$ cat src/rtl/core/sprsel_pkg.sv
// Shared types and constants for the scanline sprite select and sort unit.
package sprsel_pkg;

   localparam int MAX_PER_LINE_DEFAULT = 10;
   localparam int CMD_QUEUE_DEPTH      = 4;

   typedef enum logic [0:0] {
      CSR_TALL_SPRITES    = 1'b0,
      CSR_SPRITES_ENABLED = 1'b1
   } csr_index_type;

   typedef struct packed {
      logic [7:0] line;
      logic [5:0] entry_index;
      logic [7:0] sprite_y;
      logic [7:0] sprite_x;
      logic [7:0] tile_number;
      logic [7:0] attribute_bits;
      logic       final_entry;
   } req_type;

   typedef struct packed {
      logic       valid_res;
      logic [5:0] out_index;
      logic [7:0] out_y;
      logic [7:0] out_x;
      logic [7:0] out_tile;
      logic [7:0] out_attributes;
      logic       last_of_list;
   } rsp_type;

   typedef struct packed {
      logic [5:0] index;
      logic [7:0] y;
      logic [7:0] x;
      logic [7:0] tile;
      logic [7:0] attr;
   } sprite_type;

   // Command from the front end to the back end.
   typedef struct packed {
      logic       insert;
      logic       flush;
      logic       enabled;
      sprite_type sprite;
   } cmd_type;

   // Sort key: x first, table index breaks ties.
   function automatic logic sorts_before(sprite_type a, sprite_type b);
      return (a.x < b.x) || ((a.x == b.x) && (a.index < b.index));
   endfunction

endpackage

$ cat src/rtl/core/sprsel_front.sv
// Front end: config registers, in-range test and chosen count per scan.
module sprsel_front
   import sprsel_pkg::*;
#(
   parameter int MAX_PER_LINE = MAX_PER_LINE_DEFAULT
) (
   input  logic          clock,
   input  logic          reset,
   input  logic          req_push,
   output logic          req_full,
   input  req_type       req_data,
   input  logic          csr_valid,
   output logic          csr_ready,
   input  csr_index_type csr_index,
   input  logic          csr_wdata,
   input  logic          cmd_full,
   output logic          cmd_push,
   output cmd_type       cmd_data
);

   localparam int CW = $clog2(MAX_PER_LINE + 1);

   logic          tall_ff, tall_in;
   logic          enable_ff, enable_in;
   logic [CW-1:0] cnt_ff, cnt_in;
   logic          accept;
   logic          choose;
   logic [8:0]    line16;
   logic [8:0]    y_end;

   assign csr_ready = 1'b1;
   assign req_full  = cmd_full;
   assign accept    = req_push && !cmd_full;

   assign line16 = {1'b0, req_data.line} + 9'd16;
   assign y_end  = {1'b0, req_data.sprite_y} + (tall_ff ? 9'd16 : 9'd8);

   assign choose = enable_ff && (cnt_ff < CW'(MAX_PER_LINE))
                && (req_data.sprite_x != 8'd0) && (req_data.sprite_y != 8'd0)
                && ({1'b0, req_data.sprite_y} <= line16) && (line16 < y_end);

   always_comb begin
      tall_in   = tall_ff;
      enable_in = enable_ff;
      if (csr_valid) begin
         case (csr_index)
            CSR_TALL_SPRITES:    tall_in   = csr_wdata;
            CSR_SPRITES_ENABLED: enable_in = csr_wdata;
            default: ;
         endcase
      end
      cnt_in = cnt_ff;
      if (accept) begin
         if (req_data.final_entry) begin
            cnt_in = '0;
         end else if (choose) begin
            cnt_in = cnt_ff + CW'(1);
         end
      end
   end

   assign cmd_push            = accept && (choose || req_data.final_entry);
   assign cmd_data.insert     = choose;
   assign cmd_data.flush      = req_data.final_entry;
   assign cmd_data.enabled    = enable_ff;
   assign cmd_data.sprite.index = req_data.entry_index;
   assign cmd_data.sprite.y     = req_data.sprite_y;
   assign cmd_data.sprite.x     = req_data.sprite_x;
   assign cmd_data.sprite.tile  = req_data.tile_number;
   assign cmd_data.sprite.attr  = req_data.attribute_bits;

   always_ff @(posedge clock) begin
      if (reset) begin
         tall_ff   <= 1'b1;
         enable_ff <= 1'b1;
         cnt_ff    <= '0;
      end else begin
         tall_ff   <= tall_in;
         enable_ff <= enable_in;
         cnt_ff    <= cnt_in;
      end
   end

endmodule

$ cat src/rtl/core/sprsel_cmd_fifo.sv
// Short command queue between the front and back ends.
module sprsel_cmd_fifo
   import sprsel_pkg::*;
#(
   parameter int DEPTH = CMD_QUEUE_DEPTH
) (
   input  logic    clock,
   input  logic    reset,
   input  logic    push,
   input  cmd_type push_data,
   output logic    full,
   input  logic    pop,
   output cmd_type head,
   output logic    empty
);

   localparam int PW = $clog2(DEPTH);
   localparam int CW = $clog2(DEPTH + 1);

   cmd_type       slot_ff [DEPTH];
   logic [PW-1:0] wr_ptr_ff, wr_ptr_in;
   logic [PW-1:0] rd_ptr_ff, rd_ptr_in;
   logic [CW-1:0] fill_ff, fill_in;
   logic          do_push, do_pop;

   assign full    = (fill_ff == CW'(DEPTH));
   assign empty   = (fill_ff == '0);
   assign do_push = push && !full;
   assign do_pop  = pop && !empty;
   assign head    = slot_ff[rd_ptr_ff];

   always_comb begin
      wr_ptr_in = wr_ptr_ff;
      rd_ptr_in = rd_ptr_ff;
      fill_in   = fill_ff;
      if (do_push) begin
         wr_ptr_in = (wr_ptr_ff == PW'(DEPTH - 1)) ? '0 : wr_ptr_ff + PW'(1);
      end
      if (do_pop) begin
         rd_ptr_in = (rd_ptr_ff == PW'(DEPTH - 1)) ? '0 : rd_ptr_ff + PW'(1);
      end
      if (do_push && !do_pop) begin
         fill_in = fill_ff + CW'(1);
      end else if (do_pop && !do_push) begin
         fill_in = fill_ff - CW'(1);
      end
   end

   always_ff @(posedge clock) begin
      if (reset) begin
         wr_ptr_ff <= '0;
         rd_ptr_ff <= '0;
         fill_ff   <= '0;
      end else begin
         wr_ptr_ff <= wr_ptr_in;
         rd_ptr_ff <= rd_ptr_in;
         fill_ff   <= fill_in;
      end
   end

   always_ff @(posedge clock) begin
      if (do_push) begin
         slot_ff[wr_ptr_ff] <= push_data;
      end
   end

endmodule

$ cat src/rtl/core/sprsel_back.sv
// Back end: sorted sprite list with insertion, and the drain to the result register.
module sprsel_back
   import sprsel_pkg::*;
#(
   parameter int MAX_PER_LINE = MAX_PER_LINE_DEFAULT
) (
   input  logic    clock,
   input  logic    reset,
   input  logic    cmd_empty,
   input  cmd_type cmd_head,
   output logic    cmd_pop,
   output logic    rsp_empty,
   input  logic    rsp_pop,
   output rsp_type rsp_data
);

   localparam int CW = $clog2(MAX_PER_LINE + 1);

   typedef enum logic [1:0] {
      BK_IDLE = 2'b01,
      BK_EMIT = 2'b10
   } back_state_type;

   back_state_type state_ff, state_in;
   sprite_type     list_ff [MAX_PER_LINE];
   sprite_type     list_in [MAX_PER_LINE];
   logic [CW-1:0]  cnt_ff, cnt_in;
   logic           en_ff, en_in;
   logic           out_valid_ff, out_valid_in;
   rsp_type        out_ff, out_in;
   logic           out_free;
   logic           out_load;
   logic [MAX_PER_LINE-1:0] shift;

   assign out_free  = !out_valid_ff || rsp_pop;
   assign rsp_empty = !out_valid_ff;
   assign rsp_data  = out_ff;
   assign cmd_pop   = (state_ff == BK_IDLE) && !cmd_empty;
   assign out_load  = (state_ff == BK_EMIT) && out_free;

   // Entries that the new sprite goes in front of; a sorted list makes this a suffix.
   always_comb begin
      for (int k = 0; k < MAX_PER_LINE; k++) begin
         shift[k] = (CW'(k) < cnt_ff) && sorts_before(cmd_head.sprite, list_ff[k]);
      end
   end

   always_comb begin
      state_in     = state_ff;
      cnt_in       = cnt_ff;
      en_in        = en_ff;
      out_valid_in = out_valid_ff && !rsp_pop;
      out_in       = out_ff;
      for (int k = 0; k < MAX_PER_LINE; k++) begin
         list_in[k] = list_ff[k];
      end
      case (state_ff)
         BK_IDLE: begin
            if (cmd_pop) begin
               if (cmd_head.insert) begin
                  for (int k = 0; k < MAX_PER_LINE; k++) begin
                     if (k > 0 && shift[(k > 0) ? k - 1 : 0]) begin
                        list_in[k] = list_ff[(k > 0) ? k - 1 : 0];
                     end else if (shift[k] || CW'(k) == cnt_ff) begin
                        list_in[k] = cmd_head.sprite;
                     end
                  end
                  cnt_in = cnt_ff + CW'(1);
               end
               if (cmd_head.flush) begin
                  en_in    = cmd_head.enabled;
                  state_in = BK_EMIT;
               end
            end
         end
         BK_EMIT: begin
            if (out_load) begin
               out_valid_in = 1'b1;
               if (!en_ff || cnt_ff == '0) begin
                  out_in              = '0;
                  out_in.last_of_list = 1'b1;
                  cnt_in              = '0;
                  state_in            = BK_IDLE;
               end else begin
                  out_in.valid_res      = 1'b1;
                  out_in.out_index      = list_ff[0].index;
                  out_in.out_y          = list_ff[0].y;
                  out_in.out_x          = list_ff[0].x;
                  out_in.out_tile       = list_ff[0].tile;
                  out_in.out_attributes = list_ff[0].attr;
                  out_in.last_of_list   = (cnt_ff == CW'(1));
                  for (int k = 0; k < MAX_PER_LINE - 1; k++) begin
                     list_in[k] = list_ff[k + 1];
                  end
                  cnt_in = cnt_ff - CW'(1);
                  if (cnt_ff == CW'(1)) begin
                     state_in = BK_IDLE;
                  end
               end
            end
         end
         default: state_in = BK_IDLE;
      endcase
   end

   always_ff @(posedge clock) begin
      if (reset) begin
         state_ff     <= BK_IDLE;
         cnt_ff       <= '0;
         en_ff        <= 1'b1;
         out_valid_ff <= 1'b0;
      end else begin
         state_ff     <= state_in;
         cnt_ff       <= cnt_in;
         en_ff        <= en_in;
         out_valid_ff <= out_valid_in;
      end
   end

   always_ff @(posedge clock) begin
      out_ff <= out_in;
      for (int k = 0; k < MAX_PER_LINE; k++) begin
         list_ff[k] <= list_in[k];
      end
   end

`ifndef SYNTH
   a_cnt_bound: assert property (@(posedge clock) disable iff (reset)
      cnt_ff <= CW'(MAX_PER_LINE))
      else $error("sprite list count beyond capacity");

   a_no_insert_when_full: assert property (@(posedge clock) disable iff (reset)
      (cmd_pop && cmd_head.insert) |-> (cnt_ff < CW'(MAX_PER_LINE)))
      else $error("insert into full sprite list");

   a_last_ends_drain: assert property (@(posedge clock) disable iff (reset)
      (out_load && out_in.last_of_list) |=> (state_ff == BK_IDLE) && (cnt_ff == '0))
      else $error("drain did not end on last beat");

   a_empty_item_is_last: assert property (@(posedge clock) disable iff (reset)
      (out_valid_ff && !out_ff.valid_res) |-> out_ff.last_of_list)
      else $error("empty-list beat not flagged last");
`endif

endmodule

$ cat src/rtl/core/scanline_sprite_select_sort_unit.sv
// Top level of the scanline sprite select and sort unit.
// Takes one attribute entry per beat; the front end tests it against the line and
// passes chosen entries through a 4-deep command queue to the back end, which
// insertion-sorts them (by x, then index) into a register list. Entries that are
// neither chosen nor final are not queued. On the final entry the back end
// drains the list at one result per cycle through an output register while the
// consumer keeps popping; an empty list gives a single empty-list beat flagged last;
// new entries keep being accepted while the queue has room. No clearing pass.
module scanline_sprite_select_sort_unit
   import sprsel_pkg::*;
#(
   parameter int MAX_PER_LINE = MAX_PER_LINE_DEFAULT
) (
   input  logic          clock,
   input  logic          reset,
   input  logic          req_push,
   output logic          req_full,
   input  req_type       req_data,
   output logic          rsp_empty,
   input  logic          rsp_pop,
   output rsp_type       rsp_data,
   input  logic          csr_valid,
   output logic          csr_ready,
   input  csr_index_type csr_index,
   input  logic          csr_wdata
);

   logic    cmd_push, cmd_full, cmd_pop, cmd_empty;
   cmd_type cmd_push_data, cmd_head;

   sprsel_front #(
      .MAX_PER_LINE(MAX_PER_LINE)
   ) u_front (
      .clock     (clock),
      .reset     (reset),
      .req_push  (req_push),
      .req_full  (req_full),
      .req_data  (req_data),
      .csr_valid (csr_valid),
      .csr_ready (csr_ready),
      .csr_index (csr_index),
      .csr_wdata (csr_wdata),
      .cmd_full  (cmd_full),
      .cmd_push  (cmd_push),
      .cmd_data  (cmd_push_data)
   );

   sprsel_cmd_fifo #(
      .DEPTH(CMD_QUEUE_DEPTH)
   ) u_queue (
      .clock     (clock),
      .reset     (reset),
      .push      (cmd_push),
      .push_data (cmd_push_data),
      .full      (cmd_full),
      .pop       (cmd_pop),
      .head      (cmd_head),
      .empty     (cmd_empty)
   );

   sprsel_back #(
      .MAX_PER_LINE(MAX_PER_LINE)
   ) u_back (
      .clock     (clock),
      .reset     (reset),
      .cmd_empty (cmd_empty),
      .cmd_head  (cmd_head),
      .cmd_pop   (cmd_pop),
      .rsp_empty (rsp_empty),
      .rsp_pop   (rsp_pop),
      .rsp_data  (rsp_data)
   );

endmodule
$ cat config.mk
export PLATFORM = sky130hd
export DESIGN_NAME = scanline_sprite_select_sort_unit
export DESIGN_NICKNAME = d
export VERILOG_FILES = /design/src/rtl/core/sprsel_pkg.sv /design/src/rtl/core/sprsel_front.sv /design/src/rtl/core/sprsel_cmd_fifo.sv /design/src/rtl/core/sprsel_back.sv /design/src/rtl/core/scanline_sprite_select_sort_unit.sv
export SDC_FILE = /design/constraint.sdc
export NUM_CORES = 1
export LEC_CHECK = 0
export ABC_AREA = 1
export BUFFER_PORTS_ARGS = -buffer_cell sky130_fd_sc_hd__buf_2
export CAP_MARGIN = 25
export CORE_UTILIZATION = 30
export DETAILED_ROUTE_END_ITERATION = 16
export SYNTH_ARGS = -nofsm -noshare
export SYNTH_HDL_FRONTEND = slang
export SYNTH_HIERARCHICAL = 1
export SYNTH_SLANG_ARGS = --single-unit
$ cat constraint.sdc
create_clock -name clock -period 4.4 [get_ports clock]
set_input_delay 0.22 -clock clock [delete_from_list [all_inputs] [get_ports clock]]
set_output_delay 0.22 -clock clock [all_outputs]
set_load 0.03 [all_outputs]
==> results of run 1 <==
==> worst reg2reg max path: cells and delay by family (launching register included) <==
family	cells	cell delay [ps]
DFF	1	330
AOI/OAI and AO/OA	2	310
buffers and inverters	4	1380
adders and majority gates	1	500
and+or+nand+nor	8	950
==> where the power goes <==
group | internal, mW | leakage, nW | switching, mW
combinational | 4.25 | 10.4 | 10.5
sequential | 8.74 | 5.59 | 0.568
clock | 3.29 | 1.06 | 2.32
total | 16.3 | 17.1 | 13.4
==> worst max path at each step <==
stage	from	endpoint
after global placement	register	u_back/list_ff[1][12]$_DFFE_PP_
final	register	u_back/list_ff[1][12]$_DFFE_PP_
after floorplan	u_front/tall_ff$_SDFFE_PP1P_	u_queue/slot_ff[0][0]$_DFFE_PP_
after detailed placement	register	u_back/list_ff[1][13]$_DFFE_PP_
after CTS	register	u_back/list_ff[1][18]$_DFFE_PP_
after global routing	register	u_back/list_ff[1][18]$_DFFE_PP_
==> flip-flops by register name (all words and copies together) (netlist names), named ones only <==
name,flops
u_back/cnt_ff,4
u_queue/slot_ff,164
u_front/enable_ff,1
u_front/tall_ff,1
u_back/state_ff,2
u_back/out_valid_ff,1
u_queue/wr_ptr_ff,2
u_back/en_ff,1
u_back/list_ff,380
u_queue/rd_ptr_ff,2
u_front/cnt_ff,4
u_queue/fill_ff,3
u_back/rsp_data,40
==> through the flow <==
| stage | instances | worst slack [ps] |
|---|---|---|
| 4_1_cts | 5551 | 569 |
| 6_report | 5553 | 578 |
| 2_1_floorplan | 3972 | -107 |
| 5_1_grt | 5553 | 231 |
| 3_3_place_gp | 5385 | 542 |
| 3_5_place_dp | 5385 | 562 |
==> cell type report <==
type	count	area, sq um
Timing Repair Buffer	215	1690
Clock buffer	90	1840
Inverter	528	2000
Tap cell	1500	1880
Fill cell	11619	74200
Sequential cell	607	18000
Clock inverter	30	320
Multi-Input combinational cell	2583	12700
==> cells in the mapped netlist, types with 2 or more instances <==
library cell / n / area share (%)
sky130_fd_sc_hd__inv_2: 7 / 0.077
sky130_fd_sc_hd__nand2_2: 4 / 0.073
sky130_fd_sc_hd__nand2_4: 2 / 0.066
sky130_fd_sc_hd__edfxtp_1: 584 / 51
sky130_fd_sc_hd__nand2_1: 1212 / 13
sky130_fd_sc_hd__nand3b_1: 8 / 0.18
sky130_fd_sc_hd__dfxtp_1: 23 / 1.4
sky130_fd_sc_hd__ha_1: 161 / 5.9
sky130_fd_sc_hd__xor2_1: 4 / 0.10
sky130_fd_sc_hd__nand3_1: 638 / 9.4
sky130_fd_sc_hd__o22ai_1: 79 / 1.4
sky130_fd_sc_hd__clkinv_1: 36 / 0.40
sky130_fd_sc_hd__clkbuf_1: 46 / 0.51
sky130_fd_sc_hd__buf_6: 14 / 0.46
sky130_fd_sc_hd__a21o_1: 13 / 0.29
sky130_fd_sc_hd__buf_2: 105 / 1.5
sky130_fd_sc_hd__inv_1: 484 / 5.3
sky130_fd_sc_hd__nor2_4: 2 / 0.066
sky130_fd_sc_hd__o21ai_0: 55 / 0.81
sky130_fd_sc_hd__nor2_1: 237 / 2.6
sky130_fd_sc_hd__o21a_1: 4 / 0.088
sky130_fd_sc_hd__o21ai_1: 56 / 0.82
sky130_fd_sc_hd__xnor2_1: 2 / 0.051
sky130_fd_sc_hd__a21oi_1: 70 / 1.0
sky130_fd_sc_hd__buf_4: 77 / 1.7
sky130_fd_sc_hd__fa_1: 2 / 0.12
sky130_fd_sc_hd__o21ai_2: 4 / 0.10
sky130_fd_sc_hd__nand3_2: 2 / 0.059
sky130_fd_sc_hd__buf_1: 12 / 0.13
sky130_fd_sc_hd__nor2_2: 9 / 0.17
sky130_fd_sc_hd__nand4_1: 9 / 0.17
==> logic make-up after synthesis <==
| kind of cell | synth area share (%) |
|---|---|
| buffers and inverters | 10.2 |
| adders and majority gates | 6.03 |
| AOI/OAI and AO/OA | 4.70 |
| other | 0.0110 |
| DFF | 52.8 |
| and+or+nand+nor | 26.2 |
| xor gates and xnor gates | 0.154 |
==> layer usage <==
metal | track usage (%) | vias up | wire length [microns]
met5 | 0 | - | 23
met4 | 3.29 | 4 | 1380
met3 | 2.47 | 88 | 5130
met2 | 22.4 | 728 | 36800
met1 | 21.5 | 11529 | 42200
li1 | - | 13104 | -
==> timing repair <==
item	CTS	global route
setup endpoints to repair	0	0
hold endpoints to repair	160	0
hold buffers	46	0
==> impl_metrics.tcl, run 1 <==
set metrics [dict create \
    drt_iter0_markers 1994 \
    chipWidth_microns 339 \
    average_size_of_a_mapped_cell_sq_um 8.58 \
    hold_path_startpoint "req_push" \
    finalInstanceArea_sq_um 38500 \
    cts_buffers 68 \
    reg2reg_slack_ps 580 \
    final.setup.tns_ps 0 \
    grt_setup_unrepaired "no" \
    die_height_microns 339 \
    finalCriticalPeriod_ps 3820 \
    flow.area_growth_from_synthesis_pct 12.8 \
    critical-path-top-cell-by-count "sky130_fd_sc_hd__nand2_1" \
    antennaDiodeCount 0 \
    dpl_hpwl_microns 61100 \
    outcome "complete, no violations" \
    endpoint_kind "register" \
    final_common_cell "sky130_fd_sc_hd__nand2_1" \
    synth-warning-count 6 \
    maxSlewHeadroom_pct 37.8 \
    critPathSlowestCell "sky130_fd_sc_hd__ha_1" \
    max_cap_viol_count 0 \
    placed_area_sq_um 35800 \
    post_cts_resize_count 0 \
    core_utilization_of_the_finished_layout_pct 34.1 \
    fraction_of_final_layout_cells_sized_beyond_drive_strength_1_pct 7.70 \
    slew_viol_final 0 \
    clock_pin_slew_worst_setup_and_hold_paths_ps 60 \
    async_reset_ff_share_pct 0 \
    antenna_found_initial 2 \
    post_drt_wl_per_cell_microns 15.4 \
    crit_type "reg2reg" \
    timing_worst_slew_pin_value_ps 932 \
    startpoint_class_of_the_critical_path "register" \
    syn_inst 3972 \
    path_cells "buf_4 -> o21ai_1 -> o22ai_1 -> inv_1 -> ha_1 -> nand2_1 -> nor2_1 -> nand2_1 -> nand3b_1 -> nand2_1 -> nand2_2 -> nand3_1 -> nand2_1 -> inv_1 -> buf_4" \
    global_route_wire_length_before_repair_microns 138000 \
    critical_path.n_buffers_inverters 4 \
    cp.arrival_ps 4080 \
    worst_clock_skew_ps 24.5 \
    grt_overflow 0 \
    worstHoldPathCells 6 \
    initial_utilization_pct 30.3 \
    nNetsFinal 4220 \
    totalPowerFinal_mw 29.7 \
    drc_errors 0 \
    critical_path_required_ps 4660 \
    final-setup-viol-count 0 \
    timing.rr.end "u_back/list_ff[1][12]$_DFFE_PP_" \
    port-buffer-count 95 \
    synth_edf_count 584 \
    worstHoldPathType "in2reg" \
    io-pin-count 97 \
    first_global_vias 25009 \
    timing.critical_path.max_delay_family "buffers and inverters" \
    fp.dieArea_sq_um 115000 \
    syn_nets 4189 \
    worst_hold_path.endpoint "u_front/cnt_ff[2]$_SDFFE_PP0P_" \
    clk_root_buffer_cell "sky130_fd_sc_hd__clkbuf_16" \
    critical_path_cell_count 15 \
    via_per_inst 4.58 \
    max_clock_freq_mhz 262 \
    seq_area_frac_synth_pct 52.8 \
    worst_r2r_path_depth 15 \
    critical-path-max-stage-delay_ps 480 \
    flop_and_latch_count_out_of_synthesis 607 \
    peakVddDrop_v 0.000589 \
    tritoncts "yes" \
    grt_start_max_net_pins 121 \
    std_cell_rows 123 \
    core_area_sq_um 113000 \
    antenna_violating_nets_post_route 0 \
    first_pass_iters 5 \
    gp_routability_congestion 0.865 \
    layout.cells.most_common_list "sky130_fd_sc_hd__nand2_1 (1,211), sky130_fd_sc_hd__nand3_1 (637), sky130_fd_sc_hd__edfxtp_1 (584), sky130_fd_sc_hd__inv_1 (483), sky130_fd_sc_hd__nor2_1 (226)" \
    total_leakage_power_nw 17.1 \
    finalHoldViolCount 0 \
    grt_usage_pct 14.6 \
    number_of_distinct_standard_cells_referenced_by_the_synthesized_netlist 42 \
    synth_ff_type "sky130_fd_sc_hd__edfxtp_1" \
    power.density_cell_area_nw_per_um2 771 \
    insertion_delay_ps 620 \
    clock_tree.htree_level_count 3 \
    number_of_vias_in_the_routed_layout 25453 \
    mappedNetlistArea_sq_um 34100 \
    clock_sinks 607 \
    cts_post_setup_buffers_inserted 0 \
    layout_worst_path_cycle_share_pct 86.9 \
    crit_fanout 41 \
    routed_wl_microns 85500 \
    whs_ps 102 \
    cts_max_path_bufs 3 \
]
(Power assumes the default switching activity.)
==> run 2, diff against run 1 <==
--- a/config.mk
+++ b/config.mk
@@ -6,10 +6,12 @@
 export NUM_CORES = 1
 export LEC_CHECK = 0
 export ABC_AREA = 1
+export ABC_CLOCK_PERIOD_IN_PS = 4400
 export BUFFER_PORTS_ARGS = -buffer_cell sky130_fd_sc_hd__buf_2
 export CAP_MARGIN = 25
-export CORE_UTILIZATION = 30
+export CORE_UTILIZATION = 41
 export DETAILED_ROUTE_END_ITERATION = 16
+export SKIP_LAST_GASP = 1
 export SYNTH_ARGS = -nofsm -noshare
 export SYNTH_HDL_FRONTEND = slang
 export SYNTH_HIERARCHICAL = 1
==> run 2 against run 1 <==
  * Sequential share of layout area is 0.58 points higher
  * Count of clock-buffer cells in the layout is 5 higher
  * Core utilization is 12 points higher
  * Worst hold slack better by 33 ps
  * Clock power about the same
  * Register-to-register slack improved by 290 ps
  * Final cell count fell by 7.3%
  * Non-clock buffer count is 10 higher
  * Global-route usage up 4.7 points
  * First-iteration DRC count increased by 5.6%
  * Die area fell by 27%
  * Largest cell class unchanged
  * Highest routed layer unchanged
==> impl_metrics.tcl, run 2 (synthesized netlist as in run 1, its figures left out) <==
set metrics [dict create \
    worst_clock_skew_ps 33.7 \
    cts_buffers 72 \
    outcome "complete, no violations" \
    worst_r2r_path_depth 27 \
    grt_overflow 0 \
    slew_viol_final 0 \
    power.density_cell_area_nw_per_um2 780 \
    first_global_vias 24591 \
    filler_cells 8018 \
    via_per_inst 4.97 \
    grt_usage_pct 19.4 \
    final.setup.tns_ps 0 \
    largest-register "u_back/list_ff" \
    initial_utilization_pct 41.5 \
    worstHoldPathType "in2reg" \
    chipWidth_microns 290 \
    gp_routability_congestion 0.846 \
    layout.cells.most_common_list "sky130_fd_sc_hd__nand2_1 (1,211), sky130_fd_sc_hd__nand3_1 (637), sky130_fd_sc_hd__edfxtp_1 (584), sky130_fd_sc_hd__inv_1 (483), sky130_fd_sc_hd__nor2_1 (226)" \
    layout_worst_path_cycle_share_pct 80.4 \
    fraction_of_final_layout_cells_sized_beyond_drive_strength_1_pct 7.85 \
    hold_path_startpoint "req_push" \
    first_pass_iters 5 \
    placed_area_sq_um 35300 \
    antennaDiodeCount 0 \
    peakVddDrop_v 0.000524 \
    grt_start_max_net_pins 133 \
    crit_fanout 6 \
    flow.area_growth_from_synthesis_pct 11.4 \
    antenna_violating_nets_post_route 0 \
    worst_slack_ps 864 \
    drt_iter0_markers 2105 \
    finalCriticalPeriod_ps 3540 \
    timing.rr.end "u_queue/fill_ff[2]$_SDFFE_PP0P_" \
    finalHoldViolCount 0 \
    port-buffer-count 95 \
    clock_pin_slew_worst_setup_and_hold_paths_ps 60 \
    core_area_sq_um 82200 \
    io-pin-count 97 \
    worstHoldPathCells 6 \
    timing_worst_slew_pin_value_ps 876 \
    flip_flop_count_of_the_largest_register_after_layout 380 \
    die_height_microns 290 \
    endpoint_kind "register" \
    rr_startpoint "u_front/tall_ff$_SDFFE_PP1P_" \
    cts_post_setup_buffers_inserted 0 \
    clk_root_buffer_cell "sky130_fd_sc_hd__clkbuf_16" \
    final-setup-viol-count 0 \
    total_leakage_power_nw 17.1 \
    worst_hold_path.endpoint "u_front/cnt_ff[1]$_SDFFE_PP0P_" \
    cts-hold-fix-buffers 46 \
    pre_cts_setup_slack_ps 833 \
    routed_wl_microns 82300 \
    startpoint_class_of_the_critical_path "register" \
    max_cap_viol_count 0 \
    finalInstanceArea_sq_um 38000 \
    antenna_found_initial 1 \
    placed_cells 4967 \
    tritoncts "yes" \
    std_cell_rows 105 \
    post_drt_wl_per_cell_microns 16.0 \
    reg2reg_slack_ps 860 \
    dpl_hpwl_microns 58400 \
    fin_cells 5145 \
    clock_tree.htree_level_count 3 \
    maxSlewHeadroom_pct 41.6 \
    crit_type "reg2reg" \
    nNetsFinal 4234 \
    post_cts_resize_count 0 \
    number_of_vias_in_the_routed_layout 25586 \
    insertion_delay_ps 620 \
    critical_path_required_ps 4910 \
    cp.arrival_ps 4040 \
    global_route_wire_length_before_repair_microns 134000 \
    final_common_cell "sky130_fd_sc_hd__nand2_1" \
    max_clock_freq_mhz 283 \
    grt_setup_unrepaired "no" \
    clock_sinks 607 \
    fp.dieArea_sq_um 84300 \
    drc_errors 0 \
    cts_max_path_bufs 3 \
]
[run 2: cell types whose count changed in the layout (fill, tap and decap cells not counted), moves of 2 or more]
cell                        before  now
sky130_fd_sc_hd__buf_4          59   73
sky130_fd_sc_hd__clkinv_1       43   56
sky130_fd_sc_hd__buf_12         14   10
sky130_fd_sc_hd__bufinv_16       6    2
sky130_fd_sc_hd__clkbuf_16      70   74
sky130_fd_sc_hd__clkinv_2       11    9
sky130_fd_sc_hd__inv_16          0    2
[run 2: final cells by class]
cell class | count | area (sq um) | area share (%)
flip-flops and latches | 607 | 18000 | 47.4
multi-input cells | 2583 | 12700 | 33.5
inverters | 528 | 2000 | 5.26
clock buffers | 95 | 1940 | 5.11
repair buffers | 225 | 1710 | 4.51
well taps | 1070 | 1340 | 3.52
clock inverters | 37 | 263 | 0.692
[run 2: power by group]
group | internal (mW) | leakage, nW | switching (mW)
clock network | 3.24 | 1.08 | 2.38
registers | 8.73 | 5.59 | 0.548
logic | 4.33 | 10.5 | 10.4
[run 2: worst max path at each step]
stage,startpoint,endpoint,slack [ps],cells past startpoint
final,u_front/tall_ff$_SDFFE_PP1P_,u_queue/fill_ff[2]$_SDFFE_PP0P_,860,27
after global routing,u_front/tall_ff$_SDFFE_PP1P_,u_queue/fill_ff[2]$_SDFFE_PP0P_,480,27
after CTS,register,u_back/list_ff[9][21]$_DFFE_PP_,840,13
after detailed placement,register,u_back/list_ff[0][13]$_DFFE_PP_,830,15
after global placement,req_data[28],u_queue/fill_ff[2]$_SDFFE_PP0P_,900,27
after floorplan,u_front/tall_ff$_SDFFE_PP1P_,u_queue/slot_ff[0][0]$_DFFE_PP_,-110,18
[run 2: metal layers]
| layer | vias up | track usage (%) | wire length, microns |
|---|---|---|---|
| met5 | - | 0 | 13 |
| met4 | 2 | 4.03 | 1300 |
| li1 | 13143 | - | - |
| met3 | 94 | 2.88 | 4720 |
| met2 | 676 | 30.6 | 36500 |
| met1 | 11671 | 28.2 | 39800 |
[run 2: per-stage QoR]
step           util, %  power [mW]  hold WS (ps)
2_1_floorplan        -        20.2           289
3_3_place_gp      42.9        23.7           437
3_5_place_dp      43.0        24.1           436
4_1_cts           46.2        29.8          76.6
5_1_grt           46.2        32.1           146
6_report          46.2        29.6           135
[run 2: critical path, stage by stage (launching register included)]
cell	delay, ps
sky130_fd_sc_hd__dfxtp_1	330
sky130_fd_sc_hd__inv_1	100
sky130_fd_sc_hd__ha_1	170
sky130_fd_sc_hd__inv_1	50
sky130_fd_sc_hd__fa_1	400
sky130_fd_sc_hd__nor2_1	150
sky130_fd_sc_hd__xnor2_1	140
sky130_fd_sc_hd__ha_1	250
sky130_fd_sc_hd__nand2_1	80
sky130_fd_sc_hd__inv_1	50
sky130_fd_sc_hd__a21oi_2	120
sky130_fd_sc_hd__nand2_1	60
sky130_fd_sc_hd__nor2_2	90
sky130_fd_sc_hd__nand3_2	110
sky130_fd_sc_hd__nand2_4	100
sky130_fd_sc_hd__nand2_4	60
sky130_fd_sc_hd__inv_4	100
sky130_fd_sc_hd__nand2_1	70
sky130_fd_sc_hd__inv_1	60
sky130_fd_sc_hd__ha_1	150
sky130_fd_sc_hd__inv_1	70
sky130_fd_sc_hd__fa_1	380
sky130_fd_sc_hd__inv_1	70
sky130_fd_sc_hd__nand2_1	60
sky130_fd_sc_hd__nand3_1	80
sky130_fd_sc_hd__nand2_1	50
sky130_fd_sc_hd__inv_1	40
sky130_fd_sc_hd__nor2_1	40
